==> src/hdl/ci_adapter_register_block_defines.svh <==
// Assertion macros shared by the register block RTL.
// Included by the modules that carry concurrent assertions; no other dependencies.
`ifndef CI_ADAPTER_REGISTER_BLOCK_DEFINES_SVH
`define CI_ADAPTER_REGISTER_BLOCK_DEFINES_SVH

`ifndef SYNTH
// Same-cycle implication check.
`define CIRB_ASSERT_NOW(label, clk, rst, ante, cons, msg) \
   label: assert property (@(posedge clk) disable iff (rst) (ante) |-> (cons)) else $error(msg);
// Next-cycle implication check.
`define CIRB_ASSERT_NEXT(label, clk, rst, ante, cons, msg) \
   label: assert property (@(posedge clk) disable iff (rst) (ante) |=> (cons)) else $error(msg);
`else
`define CIRB_ASSERT_NOW(label, clk, rst, ante, cons, msg)
`define CIRB_ASSERT_NEXT(label, clk, rst, ante, cons, msg)
`endif

`endif

==> src/hdl/cirb_pkg.sv <==
// Package for the adapter register block: register map, command bits, ring layout,
// sequencer state type and default parameter values. No dependencies.
package cirb_pkg;

   // Field widths of the channels.
   localparam int REG_IDX_W   = 6;
   localparam int DATA_W      = 16;
   localparam int DESC_ADDR_W = 22;
   localparam int DESC_LEN_W  = 10;

   // Ring word storage.
   localparam int RING_WORDS  = 56;
   localparam int RING_ADDR_W = 6;

   // Scan index covers the largest ring (eight entries).
   localparam int IDX_W = 3;

   // Default entry counts of the two send rings.
   localparam int SEND_LO_ENTRIES_DEF = 8;
   localparam int SEND_HI_ENTRIES_DEF = 4;

   // Non-volatile store.
   localparam int NV_WORDS  = 16;
   localparam int NV_IDX_W  = 4;

   // Register indexes.
   localparam logic [REG_IDX_W-1:0] REG_CONTROL    = 6'd0;
   localparam logic [REG_IDX_W-1:0] REG_STATUS     = 6'd1;
   localparam logic [REG_IDX_W-1:0] REG_WIN_LO     = 6'd5;
   localparam logic [REG_IDX_W-1:0] REG_WIN_HI     = 6'd6;
   localparam logic [REG_IDX_W-1:0] REG_WIN_DATA   = 6'd7;
   localparam logic [REG_IDX_W-1:0] REG_RING_FIRST = 6'd8;

   // Control register command bits, highest priority first.
   localparam int CMD_READ_MEM   = 15;
   localparam int CMD_WRITE_MEM  = 14;
   localparam int CMD_WRITE_NV   = 13;
   localparam int CMD_INIT       = 4;
   localparam int CMD_START      = 5;
   localparam int CMD_RUNDOWN    = 6;
   localparam int CMD_HALT       = 7;
   localparam int CMD_SEND_HI    = 0;
   localparam int CMD_SEND_LO    = 1;

   // Status word bit positions.
   localparam int STAT_INIT = 4;
   localparam int STAT_RUN  = 5;

   // Memory window of the non-volatile store.
   localparam logic [31:0] NV_BASE = 32'h0017_8000;
   localparam logic [31:0] NV_END  = 32'h0017_8200;
   localparam int          OP_DONE = 31;

   // First ring word of each send ring, counted from register index 8.
   localparam logic [RING_ADDR_W-1:0] HI_WORD_BASE = 6'd0;
   localparam logic [RING_ADDR_W-1:0] LO_WORD_BASE = 6'd8;

   // Bit positions inside the high half of a ring entry.
   localparam int ENT_OWNED_BIT = 15;
   localparam int ENT_LEN_HI    = 13;
   localparam int ENT_LEN_LO    = 6;
   localparam int ENT_ADDR_HI   = 5;

   typedef enum logic [3:0] {
      ST_IDLE,
      ST_DECODE,
      ST_RD_WAIT,
      ST_EMIT,
      ST_RD_LO,
      ST_RD_HI,
      ST_CHECK,
      ST_WB_HI,
      ST_FINISH
   } state_type;

endpackage

==> src/hdl/cirb_req_if.sv <==
// Request channel of the register block: one register access per beat.
// Depends on cirb_pkg for field widths.
interface cirb_req_if import cirb_pkg::*; ();
   logic                 valid;
   logic                 ready;
   logic                 kind;
   logic [REG_IDX_W-1:0] reg_index;
   logic [DATA_W-1:0]    write_data;

   modport source (output valid, kind, reg_index, write_data, input ready);
   modport sink   (input valid, kind, reg_index, write_data, output ready);
endinterface

==> src/hdl/cirb_rsp_if.sv <==
// Response channel of the register block: one result per beat.
// Depends on cirb_pkg for field widths.
interface cirb_rsp_if import cirb_pkg::*; ();
   logic                   valid;
   logic                   ready;
   logic [DATA_W-1:0]      read_data;
   logic                   desc_valid;
   logic [DESC_ADDR_W-1:0] desc_addr;
   logic [DESC_LEN_W-1:0]  desc_length;
   logic                   last;

   modport source (output valid, read_data, desc_valid, desc_addr, desc_length, last,
                   input ready);
   modport sink   (input valid, read_data, desc_valid, desc_addr, desc_length, last,
                   output ready);
endinterface

==> src/hdl/cirb_ram.sv <==
// Generic single-port-write, single-port-read RAM with registered read data.
// No dependencies.
module cirb_ram #(
   parameter int WIDTH = 16,
   parameter int DEPTH = 56
) (
   input  logic                     clock,
   input  logic                     wr_en,
   input  logic [$clog2(DEPTH)-1:0] wr_addr,
   input  logic [WIDTH-1:0]         wr_data,
   input  logic [$clog2(DEPTH)-1:0] rd_addr,
   output logic [WIDTH-1:0]         rd_data
);

   logic [WIDTH-1:0] mem_ff [DEPTH];
   logic [WIDTH-1:0] rd_data_ff;

   always_ff @(posedge clock) begin
      if (wr_en) begin
         mem_ff[wr_addr] <= wr_data;
      end
      rd_data_ff <= mem_ff[rd_addr];
   end

   assign rd_data = rd_data_ff;

endmodule

==> src/hdl/ci_adapter_register_block.sv <==
// Top level of the adapter register block: register decode, command sequencer and ring scan.
// Depends on cirb_pkg, cirb_req_if, cirb_rsp_if, cirb_ram and the assertion macro header.
//
//   Channel   Direction  Beat carries
//   req_bus   in         kind, reg_index, write_data (one register access)
//   rsp_bus   out        read_data, desc_valid, desc_addr, desc_length, last
//
// A plain register access passes through the decode and emit states before its result stands
// in the output register; a read of a ring word adds a wait state for the RAM's registered port.
// A send attention reads each ring entry in the read-low, read-high and check states and adds
// a write-back state per owned entry; the single RAM read port, one ring word a cycle, paces it.
// Reset is synchronous and active high. The ring words are cleared by per-word valid bits,
// so there is no clearing pass and the block is ready for requests once reset is released.
// A result waiting in the output register stalls the scan only when a further result must
// be pushed out; requests are taken again as soon as the sequencer returns to idle.
`include "ci_adapter_register_block_defines.svh"

module ci_adapter_register_block import cirb_pkg::*; #(
   parameter int SEND_LO_ENTRIES = SEND_LO_ENTRIES_DEF,
   parameter int SEND_HI_ENTRIES = SEND_HI_ENTRIES_DEF
) (
   input  logic       clock,
   input  logic       reset,
   cirb_req_if.sink   req_bus,
   cirb_rsp_if.source rsp_bus
);

   // Sequencer state.
   state_type state_ff, state_in;

   // Captured request.
   logic                 kind_ff, kind_in;
   logic [REG_IDX_W-1:0] reg_ff, reg_in;
   logic [DATA_W-1:0]    data_ff, data_in;

   // Architectural registers. The status word only ever holds its init and run bits.
   logic                 init_ff, init_in;
   logic                 run_ff, run_in;
   logic [31:0]          win_addr_ff, win_addr_in;
   logic [DATA_W-1:0]    win_data_ff, win_data_in;
   logic [DATA_W-1:0]    nv_ff [NV_WORDS];
   logic [DATA_W-1:0]    nv_in [NV_WORDS];
   logic                 ring_valid_ff [RING_WORDS];
   logic                 ring_valid_in [RING_WORDS];
   logic                 rd_valid_ff;

   // Scan context.
   logic                   hi_ring_ff, hi_ring_in;
   logic [IDX_W-1:0]       idx_ff, idx_in;
   logic [DATA_W-1:0]      lo_word_ff, lo_word_in;
   logic                   pend_valid_ff, pend_valid_in;
   logic [DESC_ADDR_W-1:0] pend_addr_ff, pend_addr_in;
   logic [DESC_LEN_W-1:0]  pend_len_ff, pend_len_in;
   logic [DATA_W-1:0]      res_data_ff, res_data_in;

   // Output register.
   logic                   rsp_valid_ff, rsp_valid_in;
   logic [DATA_W-1:0]      rsp_read_data_ff, rsp_read_data_in;
   logic                   rsp_desc_valid_ff, rsp_desc_valid_in;
   logic [DESC_ADDR_W-1:0] rsp_desc_addr_ff, rsp_desc_addr_in;
   logic [DESC_LEN_W-1:0]  rsp_desc_length_ff, rsp_desc_length_in;
   logic                   rsp_last_ff, rsp_last_in;

   // Ring RAM port.
   logic                   ram_wr_en;
   logic [RING_ADDR_W-1:0] ram_wr_addr;
   logic [DATA_W-1:0]      ram_wr_data;
   logic [RING_ADDR_W-1:0] ram_rd_addr;
   logic [DATA_W-1:0]      ram_rd_data;
   logic [DATA_W-1:0]      ram_q;

   // Derived values.
   logic                   out_free;
   logic                   req_take;
   logic                   in_window;
   logic [NV_IDX_W-1:0]    nv_idx;
   logic [RING_ADDR_W-1:0] ring_base;
   logic [RING_ADDR_W-1:0] scan_word;
   logic [RING_ADDR_W-1:0] scan_word_hi;
   logic [RING_ADDR_W-1:0] reg_word;
   logic [IDX_W-1:0]       entries_m1;
   logic                   last_entry;
   logic [DATA_W-1:0]      status_word;

   cirb_ram #(
      .WIDTH (DATA_W),
      .DEPTH (RING_WORDS)
   ) u_ring_ram (
      .clock   (clock),
      .wr_en   (ram_wr_en),
      .wr_addr (ram_wr_addr),
      .wr_data (ram_wr_data),
      .rd_addr (ram_rd_addr),
      .rd_data (ram_rd_data)
   );

   // The output register is free when empty or when its beat leaves in this cycle.
   assign out_free  = !rsp_valid_ff || rsp_bus.ready;
   assign req_bus.ready = (state_ff == ST_IDLE);
   assign req_take  = req_bus.valid && req_bus.ready;

   // The store answers only when the whole 32-bit address lies inside its window; the
   // op-complete bit, once set, therefore keeps the address out of the window.
   assign in_window = (win_addr_ff >= NV_BASE) && (win_addr_ff < NV_END);
   assign nv_idx    = win_addr_ff[NV_IDX_W:1];

   // Ring words that were never written read as zero.
   assign ram_q = rd_valid_ff ? ram_rd_data : '0;

   // Entry i of a ring sits at words base + 2i (low half) and base + 2i + 1 (high half).
   assign ring_base    = hi_ring_ff ? HI_WORD_BASE : LO_WORD_BASE;
   assign scan_word    = ring_base + {{(RING_ADDR_W-IDX_W-1){1'b0}}, idx_ff, 1'b0};
   assign scan_word_hi = scan_word + RING_ADDR_W'(1);
   assign entries_m1   = hi_ring_ff ? IDX_W'(SEND_HI_ENTRIES - 1) : IDX_W'(SEND_LO_ENTRIES - 1);
   assign last_entry   = (idx_ff == entries_m1);
   assign reg_word     = reg_ff - REG_RING_FIRST;

   always_comb begin
      status_word            = '0;
      status_word[STAT_INIT] = init_ff;
      status_word[STAT_RUN]  = run_ff;
   end

   // Next state and datapath control.
   always_comb begin
      state_in      = state_ff;
      kind_in       = kind_ff;
      reg_in        = reg_ff;
      data_in       = data_ff;
      init_in       = init_ff;
      run_in        = run_ff;
      win_addr_in   = win_addr_ff;
      win_data_in   = win_data_ff;
      nv_in         = nv_ff;
      ring_valid_in = ring_valid_ff;
      hi_ring_in    = hi_ring_ff;
      idx_in        = idx_ff;
      lo_word_in    = lo_word_ff;
      pend_valid_in = pend_valid_ff;
      pend_addr_in  = pend_addr_ff;
      pend_len_in   = pend_len_ff;
      res_data_in   = res_data_ff;

      ram_wr_en   = 1'b0;
      ram_wr_addr = scan_word;
      ram_wr_data = '0;
      ram_rd_addr = scan_word;

      // The output register drains on its own; a load below overrides this.
      rsp_valid_in       = rsp_valid_ff && !rsp_bus.ready;
      rsp_read_data_in   = rsp_read_data_ff;
      rsp_desc_valid_in  = rsp_desc_valid_ff;
      rsp_desc_addr_in   = rsp_desc_addr_ff;
      rsp_desc_length_in = rsp_desc_length_ff;
      rsp_last_in        = rsp_last_ff;

      case (state_ff)
         ST_IDLE: begin
            if (req_take) begin
               kind_in  = req_bus.kind;
               reg_in   = req_bus.reg_index;
               data_in  = req_bus.write_data;
               state_in = ST_DECODE;
            end
         end

         ST_DECODE: begin
            res_data_in = '0;
            state_in    = ST_EMIT;
            if (!kind_ff) begin
               // Register read.
               if (reg_ff >= REG_RING_FIRST) begin
                  ram_rd_addr = reg_word;
                  state_in    = ST_RD_WAIT;
               end else begin
                  case (reg_ff)
                     REG_STATUS:   res_data_in = status_word;
                     REG_WIN_LO:   res_data_in = win_addr_ff[15:0];
                     REG_WIN_HI:   res_data_in = win_addr_ff[31:16];
                     REG_WIN_DATA: res_data_in = win_data_ff;
                     default:      res_data_in = '0;
                  endcase
               end
            end else if (reg_ff >= REG_RING_FIRST) begin
               ram_wr_en                = 1'b1;
               ram_wr_addr              = reg_word;
               ram_wr_data              = data_ff;
               ring_valid_in[reg_word]  = 1'b1;
            end else begin
               case (reg_ff)
                  REG_CONTROL: begin
                     // Only the first set command, in priority order, is run.
                     if (data_ff[CMD_READ_MEM]) begin
                        win_data_in          = in_window ? nv_ff[nv_idx] : '0;
                        win_addr_in[OP_DONE] = 1'b1;
                     end else if (data_ff[CMD_WRITE_MEM]) begin
                        if (in_window) begin
                           nv_in[nv_idx] = win_data_ff;
                        end
                        win_addr_in[OP_DONE] = 1'b1;
                     end else if (data_ff[CMD_WRITE_NV]) begin
                        win_addr_in[OP_DONE] = 1'b1;
                     end else if (data_ff[CMD_INIT]) begin
                        init_in = 1'b1;
                     end else if (data_ff[CMD_START]) begin
                        run_in = 1'b1;
                     end else if (data_ff[CMD_RUNDOWN]) begin
                        run_in = 1'b0;
                     end else if (data_ff[CMD_HALT]) begin
                        init_in = 1'b0;
                        run_in  = 1'b0;
                     end else if (data_ff[CMD_SEND_HI]) begin
                        hi_ring_in = 1'b1;
                        idx_in     = '0;
                        state_in   = ST_RD_LO;
                     end else if (data_ff[CMD_SEND_LO]) begin
                        hi_ring_in = 1'b0;
                        idx_in     = '0;
                        state_in   = ST_RD_LO;
                     end
                  end
                  REG_WIN_LO:   win_addr_in[15:0]  = data_ff;
                  REG_WIN_HI:   win_addr_in[31:16] = data_ff;
                  REG_WIN_DATA: win_data_in        = data_ff;
                  default: begin
                     // Remaining low registers ignore writes.
                  end
               endcase
            end
         end

         ST_RD_WAIT: begin
            res_data_in = ram_q;
            state_in    = ST_EMIT;
         end

         ST_EMIT: begin
            if (out_free) begin
               rsp_valid_in       = 1'b1;
               rsp_read_data_in   = res_data_ff;
               rsp_desc_valid_in  = 1'b0;
               rsp_desc_addr_in   = '0;
               rsp_desc_length_in = '0;
               rsp_last_in        = 1'b1;
               state_in           = ST_IDLE;
            end
         end

         ST_RD_LO: begin
            ram_rd_addr = scan_word;
            state_in    = ST_RD_HI;
         end

         ST_RD_HI: begin
            ram_rd_addr = scan_word_hi;
            lo_word_in  = ram_q;
            state_in    = ST_CHECK;
         end

         ST_CHECK: begin
            // Keep the high half on the RAM output while a stall lasts.
            ram_rd_addr = scan_word_hi;
            if (ram_q[ENT_OWNED_BIT]) begin
               if (!pend_valid_ff || out_free) begin
                  // The held descriptor is now known not to be the final one.
                  if (pend_valid_ff) begin
                     rsp_valid_in       = 1'b1;
                     rsp_read_data_in   = '0;
                     rsp_desc_valid_in  = 1'b1;
                     rsp_desc_addr_in   = pend_addr_ff;
                     rsp_desc_length_in = pend_len_ff;
                     rsp_last_in        = 1'b0;
                  end
                  pend_valid_in = 1'b1;
                  pend_addr_in  = {ram_q[ENT_ADDR_HI:0], lo_word_ff};
                  pend_len_in   = {ram_q[ENT_LEN_HI:ENT_LEN_LO], 2'b00};
                  // Write back the low half; it holds only address bits.
                  ram_wr_en                = 1'b1;
                  ram_wr_addr              = scan_word;
                  ram_wr_data              = lo_word_ff;
                  ring_valid_in[scan_word] = 1'b1;
                  state_in                 = ST_WB_HI;
               end
            end else if (last_entry) begin
               state_in = ST_FINISH;
            end else begin
               idx_in   = idx_ff + IDX_W'(1);
               state_in = ST_RD_LO;
            end
         end

         ST_WB_HI: begin
            ram_wr_en                   = 1'b1;
            ram_wr_addr                 = scan_word_hi;
            ram_wr_data                 = {{(DATA_W-ENT_ADDR_HI-1){1'b0}},
                                           pend_addr_ff[DESC_ADDR_W-1:DATA_W]};
            ring_valid_in[scan_word_hi] = 1'b1;
            if (last_entry) begin
               state_in = ST_FINISH;
            end else begin
               idx_in   = idx_ff + IDX_W'(1);
               state_in = ST_RD_LO;
            end
         end

         ST_FINISH: begin
            if (out_free) begin
               rsp_valid_in       = 1'b1;
               rsp_read_data_in   = '0;
               rsp_desc_valid_in  = pend_valid_ff;
               rsp_desc_addr_in   = pend_valid_ff ? pend_addr_ff : '0;
               rsp_desc_length_in = pend_valid_ff ? pend_len_ff : '0;
               rsp_last_in        = 1'b1;
               pend_valid_in      = 1'b0;
               state_in           = ST_IDLE;
            end
         end

         default: begin
            state_in = ST_IDLE;
         end
      endcase
   end

   // Control and architectural state.
   always_ff @(posedge clock) begin
      if (reset) begin
         state_ff      <= ST_IDLE;
         rsp_valid_ff  <= 1'b0;
         pend_valid_ff <= 1'b0;
         init_ff       <= 1'b0;
         run_ff        <= 1'b0;
         win_addr_ff   <= '0;
         win_data_ff   <= '0;
         for (int i = 0; i < NV_WORDS; i++) begin
            nv_ff[i] <= '0;
         end
         for (int i = 0; i < RING_WORDS; i++) begin
            ring_valid_ff[i] <= 1'b0;
         end
      end else begin
         state_ff      <= state_in;
         rsp_valid_ff  <= rsp_valid_in;
         pend_valid_ff <= pend_valid_in;
         init_ff       <= init_in;
         run_ff        <= run_in;
         win_addr_ff   <= win_addr_in;
         win_data_ff   <= win_data_in;
         nv_ff         <= nv_in;
         ring_valid_ff <= ring_valid_in;
      end
   end

   // Payload registers.
   always_ff @(posedge clock) begin
      kind_ff            <= kind_in;
      reg_ff             <= reg_in;
      data_ff            <= data_in;
      hi_ring_ff         <= hi_ring_in;
      idx_ff             <= idx_in;
      lo_word_ff         <= lo_word_in;
      pend_addr_ff       <= pend_addr_in;
      pend_len_ff        <= pend_len_in;
      res_data_ff        <= res_data_in;
      rd_valid_ff        <= ring_valid_ff[ram_rd_addr];
      rsp_read_data_ff   <= rsp_read_data_in;
      rsp_desc_valid_ff  <= rsp_desc_valid_in;
      rsp_desc_addr_ff   <= rsp_desc_addr_in;
      rsp_desc_length_ff <= rsp_desc_length_in;
      rsp_last_ff        <= rsp_last_in;
   end

   assign rsp_bus.valid       = rsp_valid_ff;
   assign rsp_bus.read_data   = rsp_read_data_ff;
   assign rsp_bus.desc_valid  = rsp_desc_valid_ff;
   assign rsp_bus.desc_addr   = rsp_desc_addr_ff;
   assign rsp_bus.desc_length = rsp_desc_length_ff;
   assign rsp_bus.last        = rsp_last_ff;

   // A held descriptor only exists while a ring scan is under way.
   `CIRB_ASSERT_NOW(a_pend_in_scan, clock, reset, pend_valid_ff, (state_ff == ST_RD_LO || state_ff == ST_RD_HI || state_ff == ST_CHECK || state_ff == ST_WB_HI || state_ff == ST_FINISH), "descriptor held outside a ring scan")
   // Descriptor beats never carry read data.
   `CIRB_ASSERT_NOW(a_desc_no_data, clock, reset, rsp_valid_ff && rsp_desc_valid_ff, rsp_read_data_ff == '0, "descriptor beat with read data")
   // The scan index stays inside the ring being serviced.
   `CIRB_ASSERT_NOW(a_idx_in_ring, clock, reset, (state_ff == ST_RD_LO || state_ff == ST_RD_HI || state_ff == ST_CHECK || state_ff == ST_WB_HI), idx_ff <= entries_m1, "scan index beyond ring")
   // A memory read command always leaves op-complete set.
   `CIRB_ASSERT_NEXT(a_read_mem_done, clock, reset, (state_ff == ST_DECODE && kind_ff && reg_ff == REG_CONTROL && data_ff[CMD_READ_MEM]), win_addr_ff[OP_DONE], "memory read left op-complete clear")

endmodule
==> src/flat_wrapper.sv <==
// flat-port wrapper written by rule: the top's interface ports become plain ports
module ci_adapter_register_block_flat import cirb_pkg::*;
#(
   parameter int SEND_LO_ENTRIES = SEND_LO_ENTRIES_DEF,
   parameter int SEND_HI_ENTRIES = SEND_HI_ENTRIES_DEF
)
  (clock, reset, req_bus_valid, req_bus_kind, req_bus_reg_index, req_bus_write_data, req_bus_ready, rsp_bus_valid, rsp_bus_read_data, rsp_bus_desc_valid, rsp_bus_desc_addr, rsp_bus_desc_length, rsp_bus_last, rsp_bus_ready);
  cirb_req_if req_bus_i ();
  cirb_rsp_if rsp_bus_i ();
  input  logic clock;
  input  logic reset;
  input wire logic [$bits(req_bus_i.valid)-1:0] req_bus_valid;
  input wire logic [$bits(req_bus_i.kind)-1:0] req_bus_kind;
  input wire logic [$bits(req_bus_i.reg_index)-1:0] req_bus_reg_index;
  input wire logic [$bits(req_bus_i.write_data)-1:0] req_bus_write_data;
  output wire logic [$bits(req_bus_i.ready)-1:0] req_bus_ready;
  output wire logic [$bits(rsp_bus_i.valid)-1:0] rsp_bus_valid;
  output wire logic [$bits(rsp_bus_i.read_data)-1:0] rsp_bus_read_data;
  output wire logic [$bits(rsp_bus_i.desc_valid)-1:0] rsp_bus_desc_valid;
  output wire logic [$bits(rsp_bus_i.desc_addr)-1:0] rsp_bus_desc_addr;
  output wire logic [$bits(rsp_bus_i.desc_length)-1:0] rsp_bus_desc_length;
  output wire logic [$bits(rsp_bus_i.last)-1:0] rsp_bus_last;
  input wire logic [$bits(rsp_bus_i.ready)-1:0] rsp_bus_ready;
  assign req_bus_i.valid = req_bus_valid;
  assign req_bus_i.kind = req_bus_kind;
  assign req_bus_i.reg_index = req_bus_reg_index;
  assign req_bus_i.write_data = req_bus_write_data;
  assign req_bus_ready = req_bus_i.ready;
  assign rsp_bus_valid = rsp_bus_i.valid;
  assign rsp_bus_read_data = rsp_bus_i.read_data;
  assign rsp_bus_desc_valid = rsp_bus_i.desc_valid;
  assign rsp_bus_desc_addr = rsp_bus_i.desc_addr;
  assign rsp_bus_desc_length = rsp_bus_i.desc_length;
  assign rsp_bus_last = rsp_bus_i.last;
  assign rsp_bus_i.ready = rsp_bus_ready;
  ci_adapter_register_block #(.SEND_LO_ENTRIES(SEND_LO_ENTRIES), .SEND_HI_ENTRIES(SEND_HI_ENTRIES)) u_core (.clock(clock), .reset(reset), .req_bus(req_bus_i), .rsp_bus(rsp_bus_i));
endmodule
==> config.mk <==
export PLATFORM = sky130hd
export DESIGN_NAME = ci_adapter_register_block_flat
export DESIGN_NICKNAME = d
export VERILOG_FILES = /design/src/hdl/cirb_pkg.sv /design/src/hdl/cirb_req_if.sv /design/src/hdl/cirb_rsp_if.sv /design/src/hdl/cirb_ram.sv /design/src/hdl/ci_adapter_register_block.sv /design/src/flat_wrapper.sv
export VERILOG_INCLUDE_DIRS = /design/src /design/src/hdl
export SDC_FILE = /design/constraint.sdc
export NUM_CORES = 2
export LEC_CHECK = 0
export ABC_CLOCK_PERIOD_IN_PS = 10500
export BUFFER_PORTS_ARGS = -buffer_cell sky130_fd_sc_hd__buf_2
export CAP_MARGIN = 20
export CORE_ASPECT_RATIO = 1.5
export CORE_MARGIN = 2
export CORE_UTILIZATION = 45
export CTS_CLUSTER_SIZE = 16
export DETAILED_ROUTE_END_ITERATION = 10
export GPL_TIMING_DRIVEN = 0
export PLACE_DENSITY = 0.69
export SKIP_LAST_GASP = 1
export SLEW_MARGIN = 20
export SYNTH_ARGS = -nofsm -noshare
export SYNTH_HDL_FRONTEND = slang
export SYNTH_SLANG_ARGS = --single-unit
==> constraint.sdc <==
create_clock -name clock -period 10.5 [get_ports clock]
set_input_delay 2.1 -clock clock [delete_from_list [all_inputs] [get_ports clock]]
set_output_delay 2.1 -clock clock [all_outputs]
set_load 0.05 [all_outputs]
==> summary.md <==
| Metric | Value |
|---|---|
| CTS clk-pin slew, worst paths | 0.06 ns |
| First-pass GRT wire length | 282,800 microns |
| Clk pwr share | 41.1% |
| Routability cong. | about 1 |
| Die width | 295.8 microns |
| Post-Layout Inst Area | approximately 0.066 sq mm |
| DR WL/cell | roughly 30 microns |
| Slew HR | 20.10% |
| Drt initial violations | 4,211 |
| Starting Density | 45.37% |
| DR vias/cell | 5.921 |
| Gate power share | ~8.0% |
| P_leak | 22.98 nW |
| # port buffers | 75 |
| Nets | 5,118 |
| Synth Warn # | 0 |
| Clock Sinks | 1,418 |
| Reg-to-reg endpoint | u_core.u_ring_ram.rd_data[8] |
| Overall routing resource usage | 30.65% |
| Register area share after synthesis | 67.36% |
| Post-synth top area share | 53.96% |
| Final wirelength | around 200,000 microns |
| Final setup viols | 0 |
| Worst setup path category | in -> reg |
| Dominant synthesized flop cell | edfxtp_1 |
| Post-synthesis cell count | approximately 4,800 |
| Critical R2R Launch | u_core.reg_ff[0] |
| Fraction of layout cells with a size suffix above 1 | 12.91% |
| Max-slew violations | 0 |
| Area leader, netlist | edfxtp_1 |
| GRT Residual Overflow | 0 |
| Row cnt | 160 |
| Setup tns final | 0 ns |
| Die area | 0.1307 sq mm |
| Seq pwr share | 50.9% |
| Worst Reg-to-Reg Cells | 11 |
| Net switching power figure | 0.002980 W |
| Vias | 40,807 |
| Hold slack | around 0.45 ns |
| Setup crit end kind | flip-flop |
| CTS resizes | 0 |
| R2R Setup Slk | 5.48 ns |
| CTS tree | built |
| DRT Pass-1 Iters | 6 |
| CTS HTree Levels | 4 |
| Largest net degree at the start of global routing | between 50 and 60 |
| Hold Crit Class | reg -> reg |
| Area after DPL | 0.06129 sq mm |
| Dpl ws | 4.768 ns |
| Area grow syn2layout | 14.32% |
| Core Util, Final | 51.87% |
| Clock Latency Late Sink | 0.79 ns |
| Most frequent cells after synthesis | 1,127 x nand2_1, 1,033 x edfxtp_1, 400 x nand3_1, 385 x dfxtp_1, 330 x nor2_1 |
| Worst slew pin tran | 1.198 ns |
| EDFF count, synth | 1,033 |
| Hold bufs inserted after CTS | 0 |
| Top cells by area, synth | edfxtp_1 54%, dfxtp_1 13%, nand2_1 7.4% |
| Synth unique cells | between 80 and 90 |
| Outcome | complete, no violations |
| Number of max-cap violations | 0 |
| Internal power | 0.008982 W |
| DRC Markers | 0 |
| CTS root buf | clkbuf_16 |
| WP data required | 10.90 ns |
| Routed Antenna Nets | 0 |
| Syn Area/Cell | around 12 sq um |
| CP Max Fanout | 16 |
| Async SR Flop Fraction | 0% |
| Worst path arrival time | 5.48 ns |
| Cts bufs inserted | 137 |
| Critical path origin | rsp_bus_ready |
| Clk_skew | 0.02428 ns |
| Seq cells post-synth | 1,418 |
| Hold Fails Final Rpt | 0 |
| Hold path depth | 0 |
| Vias in the first global route | 39,890 |
| Tcrit/Tclk final | 48.34% |
| Worst setup margin | 5.425 ns |
| Core area | 0.1267 sq mm |
| Pwr per Cell Area | 182.0 mW/mm^2 |
| Fmax | 197.0 MHz |
| Initial antenna violation count | 10 |
| Mapped Area | 0.05749 sq mm |
| Maximum buffer depth of the clock tree | 3 |
| CP startpoint kind | input port |
| DP Wirelength | 145,500 microns |
| CP Capture Point | u_core.u_ring_ram.mem_ff[36][1] |
| Post-CTS setup buffer count | 0 |
| Worst VDD drop | 171.3 uV |
| Crit path time final | 5.075 ns |
| Unrepaired setup endpoints after global routing | no |
| Switch share | around 25% |
| Top-count cell post-synth | nand2_1 |
| IO Pins | 79 |
| DIE HEIGHT | 441.8 microns |
cell usage in the layout, fill, tap and decap left out, types with 21 or more instances in the layout:
master / synthesis / routed
clkbuf_16: 0 / 142
buf_2: 79 / 155
edfxtp_1: 1033 / 1033
a311oi_1: 34 / 34
mux2i_1: 195 / 195
nor2_2: 1 / 53
buf_1: 34 / 32
nor3_1: 51 / 40
and2_1: 22 / 21
clkbuf_1: 210 / 232
buf_6: 12 / 42
and3_1: 38 / 38
a21oi_1: 261 / 260
dfxtp_1: 385 / 385
nand3_1: 400 / 400
a211oi_1: 44 / 44
o22ai_1: 37 / 37
nand2b_1: 23 / 23
nand4_1: 37 / 37
inv_1: 37 / 31
nand2_1: 1127 / 1127
mux4_2: 84 / 84
clkinv_2: 0 / 26
nor2b_1: 48 / 48
buf_4: 14 / 21
a31oi_1: 83 / 82
nor2_1: 330 / 273
critical path, cell delays in order:
cell	delay (ns)
buf_2	0.12
nor2b_1	0.11
a21oi_1	0.95
o21ai_0	0.29
o22ai_1	0.26
nand2_1	0.63
nor2_2	0.98
worst min path at each step:
stage	end	slack (ns)	startpoint
2_1_floorplan	u_core.pend_addr_ff[14]	0.43	u_core.lo_word_ff[14]
3_3_place_gp	u_core.pend_addr_ff[14]	0.43	u_core.lo_word_ff[14]
3_5_place_dp	u_core.pend_addr_ff[10]	0.43	u_core.lo_word_ff[10]
4_1_cts	u_core.pend_addr_ff[10]	0.45	u_core.lo_word_ff[10]
5_1_grt	u_core.pend_addr_ff[10]	0.45	u_core.lo_word_ff[10]
6_report	u_core.pend_addr_ff[3]	0.45	u_core.lo_word_ff[3]
flip-flops by register name, summed over array words and instances (netlist names), 3 cells and up:
signal                      count
u_core.reg_ff                   6
u_core.win_data_ff             16
u_core.data_ff                 16
u_core.rsp_bus.read_data       16
u_core.pend_len_ff              8
u_core.rsp_bus.desc_addr       22
u_core.res_data_ff             16
u_core.win_addr_ff             32
u_core.ring_valid_ff           56
u_core.idx_ff                   3
u_core.lo_word_ff              16
u_core.nv_ff                  256
u_core.rsp_bus.desc_length      8
u_core.u_ring_ram.rd_data      16
u_core.u_ring_ram.mem_ff      896
u_core.pend_addr_ff            22
u_core.state_ff                 4
final cells by class:
cell class	count	area [sq um]
fill	10852	61000
sequential	1418	38730
multi-input combinational	3000	17390
clock buffer	175	3771
tap	1701	2128
buffer	349	1555
timing repair buffer	139	1359
clock inverter	69	634.4
inverter	38	155.1
antenna	3	7.507
metrics by stage:
| step | total power (W) | instances |
|---|---|---|
| 2_1_floorplan | 0.006657 | 4805 |
| 3_3_place_gp | 0.007099 | 6581 |
| 3_5_place_dp | 0.007138 | 6644 |
| 4_1_cts | 0.01196 | 6888 |
| 5_1_grt | 0.01221 | 6890 |
| 6_report | 0.01196 | 6892 |
layer usage:
metal | share of wire [%] | global-route usage, %
met1 | 33 | 32.27
met2 | 50 | 51.82
met3 | 6.8 | 5.374
met4 | 10 | 27.96
met5 | 0.028 | 0
logic make-up (layout without fill, tap and decap cells):
group / Yosys count / count (layout) / share of synthesized area, %
compound gates: 582 / 582 / 6.636
xor+xnor: 4 / 4 / 0.06095
fa+ha+maj: 8 / 8 / 0.1741
buf+inv: 387 / 770 / 2.947
flops: 1418 / 1418 / 67.36
mux: 281 / 281 / 6.734
other cells: 1 / 5 / 0.006523
simple gates: 2123 / 2123 / 16.08
power groups by stage:
stage,Combinational [W],Sequential [W],Clock [W]
after global placement,0.000882,0.00622,0
after global routing,0.000979,0.00609,0.00514
after detailed placement,0.000930,0.00621,0
final,0.000959,0.00609,0.00492
after CTS,0.000934,0.00609,0.00494
after floorplan,0.000440,0.00622,0
No activity file was read; power rests on OpenSTA's default activity.
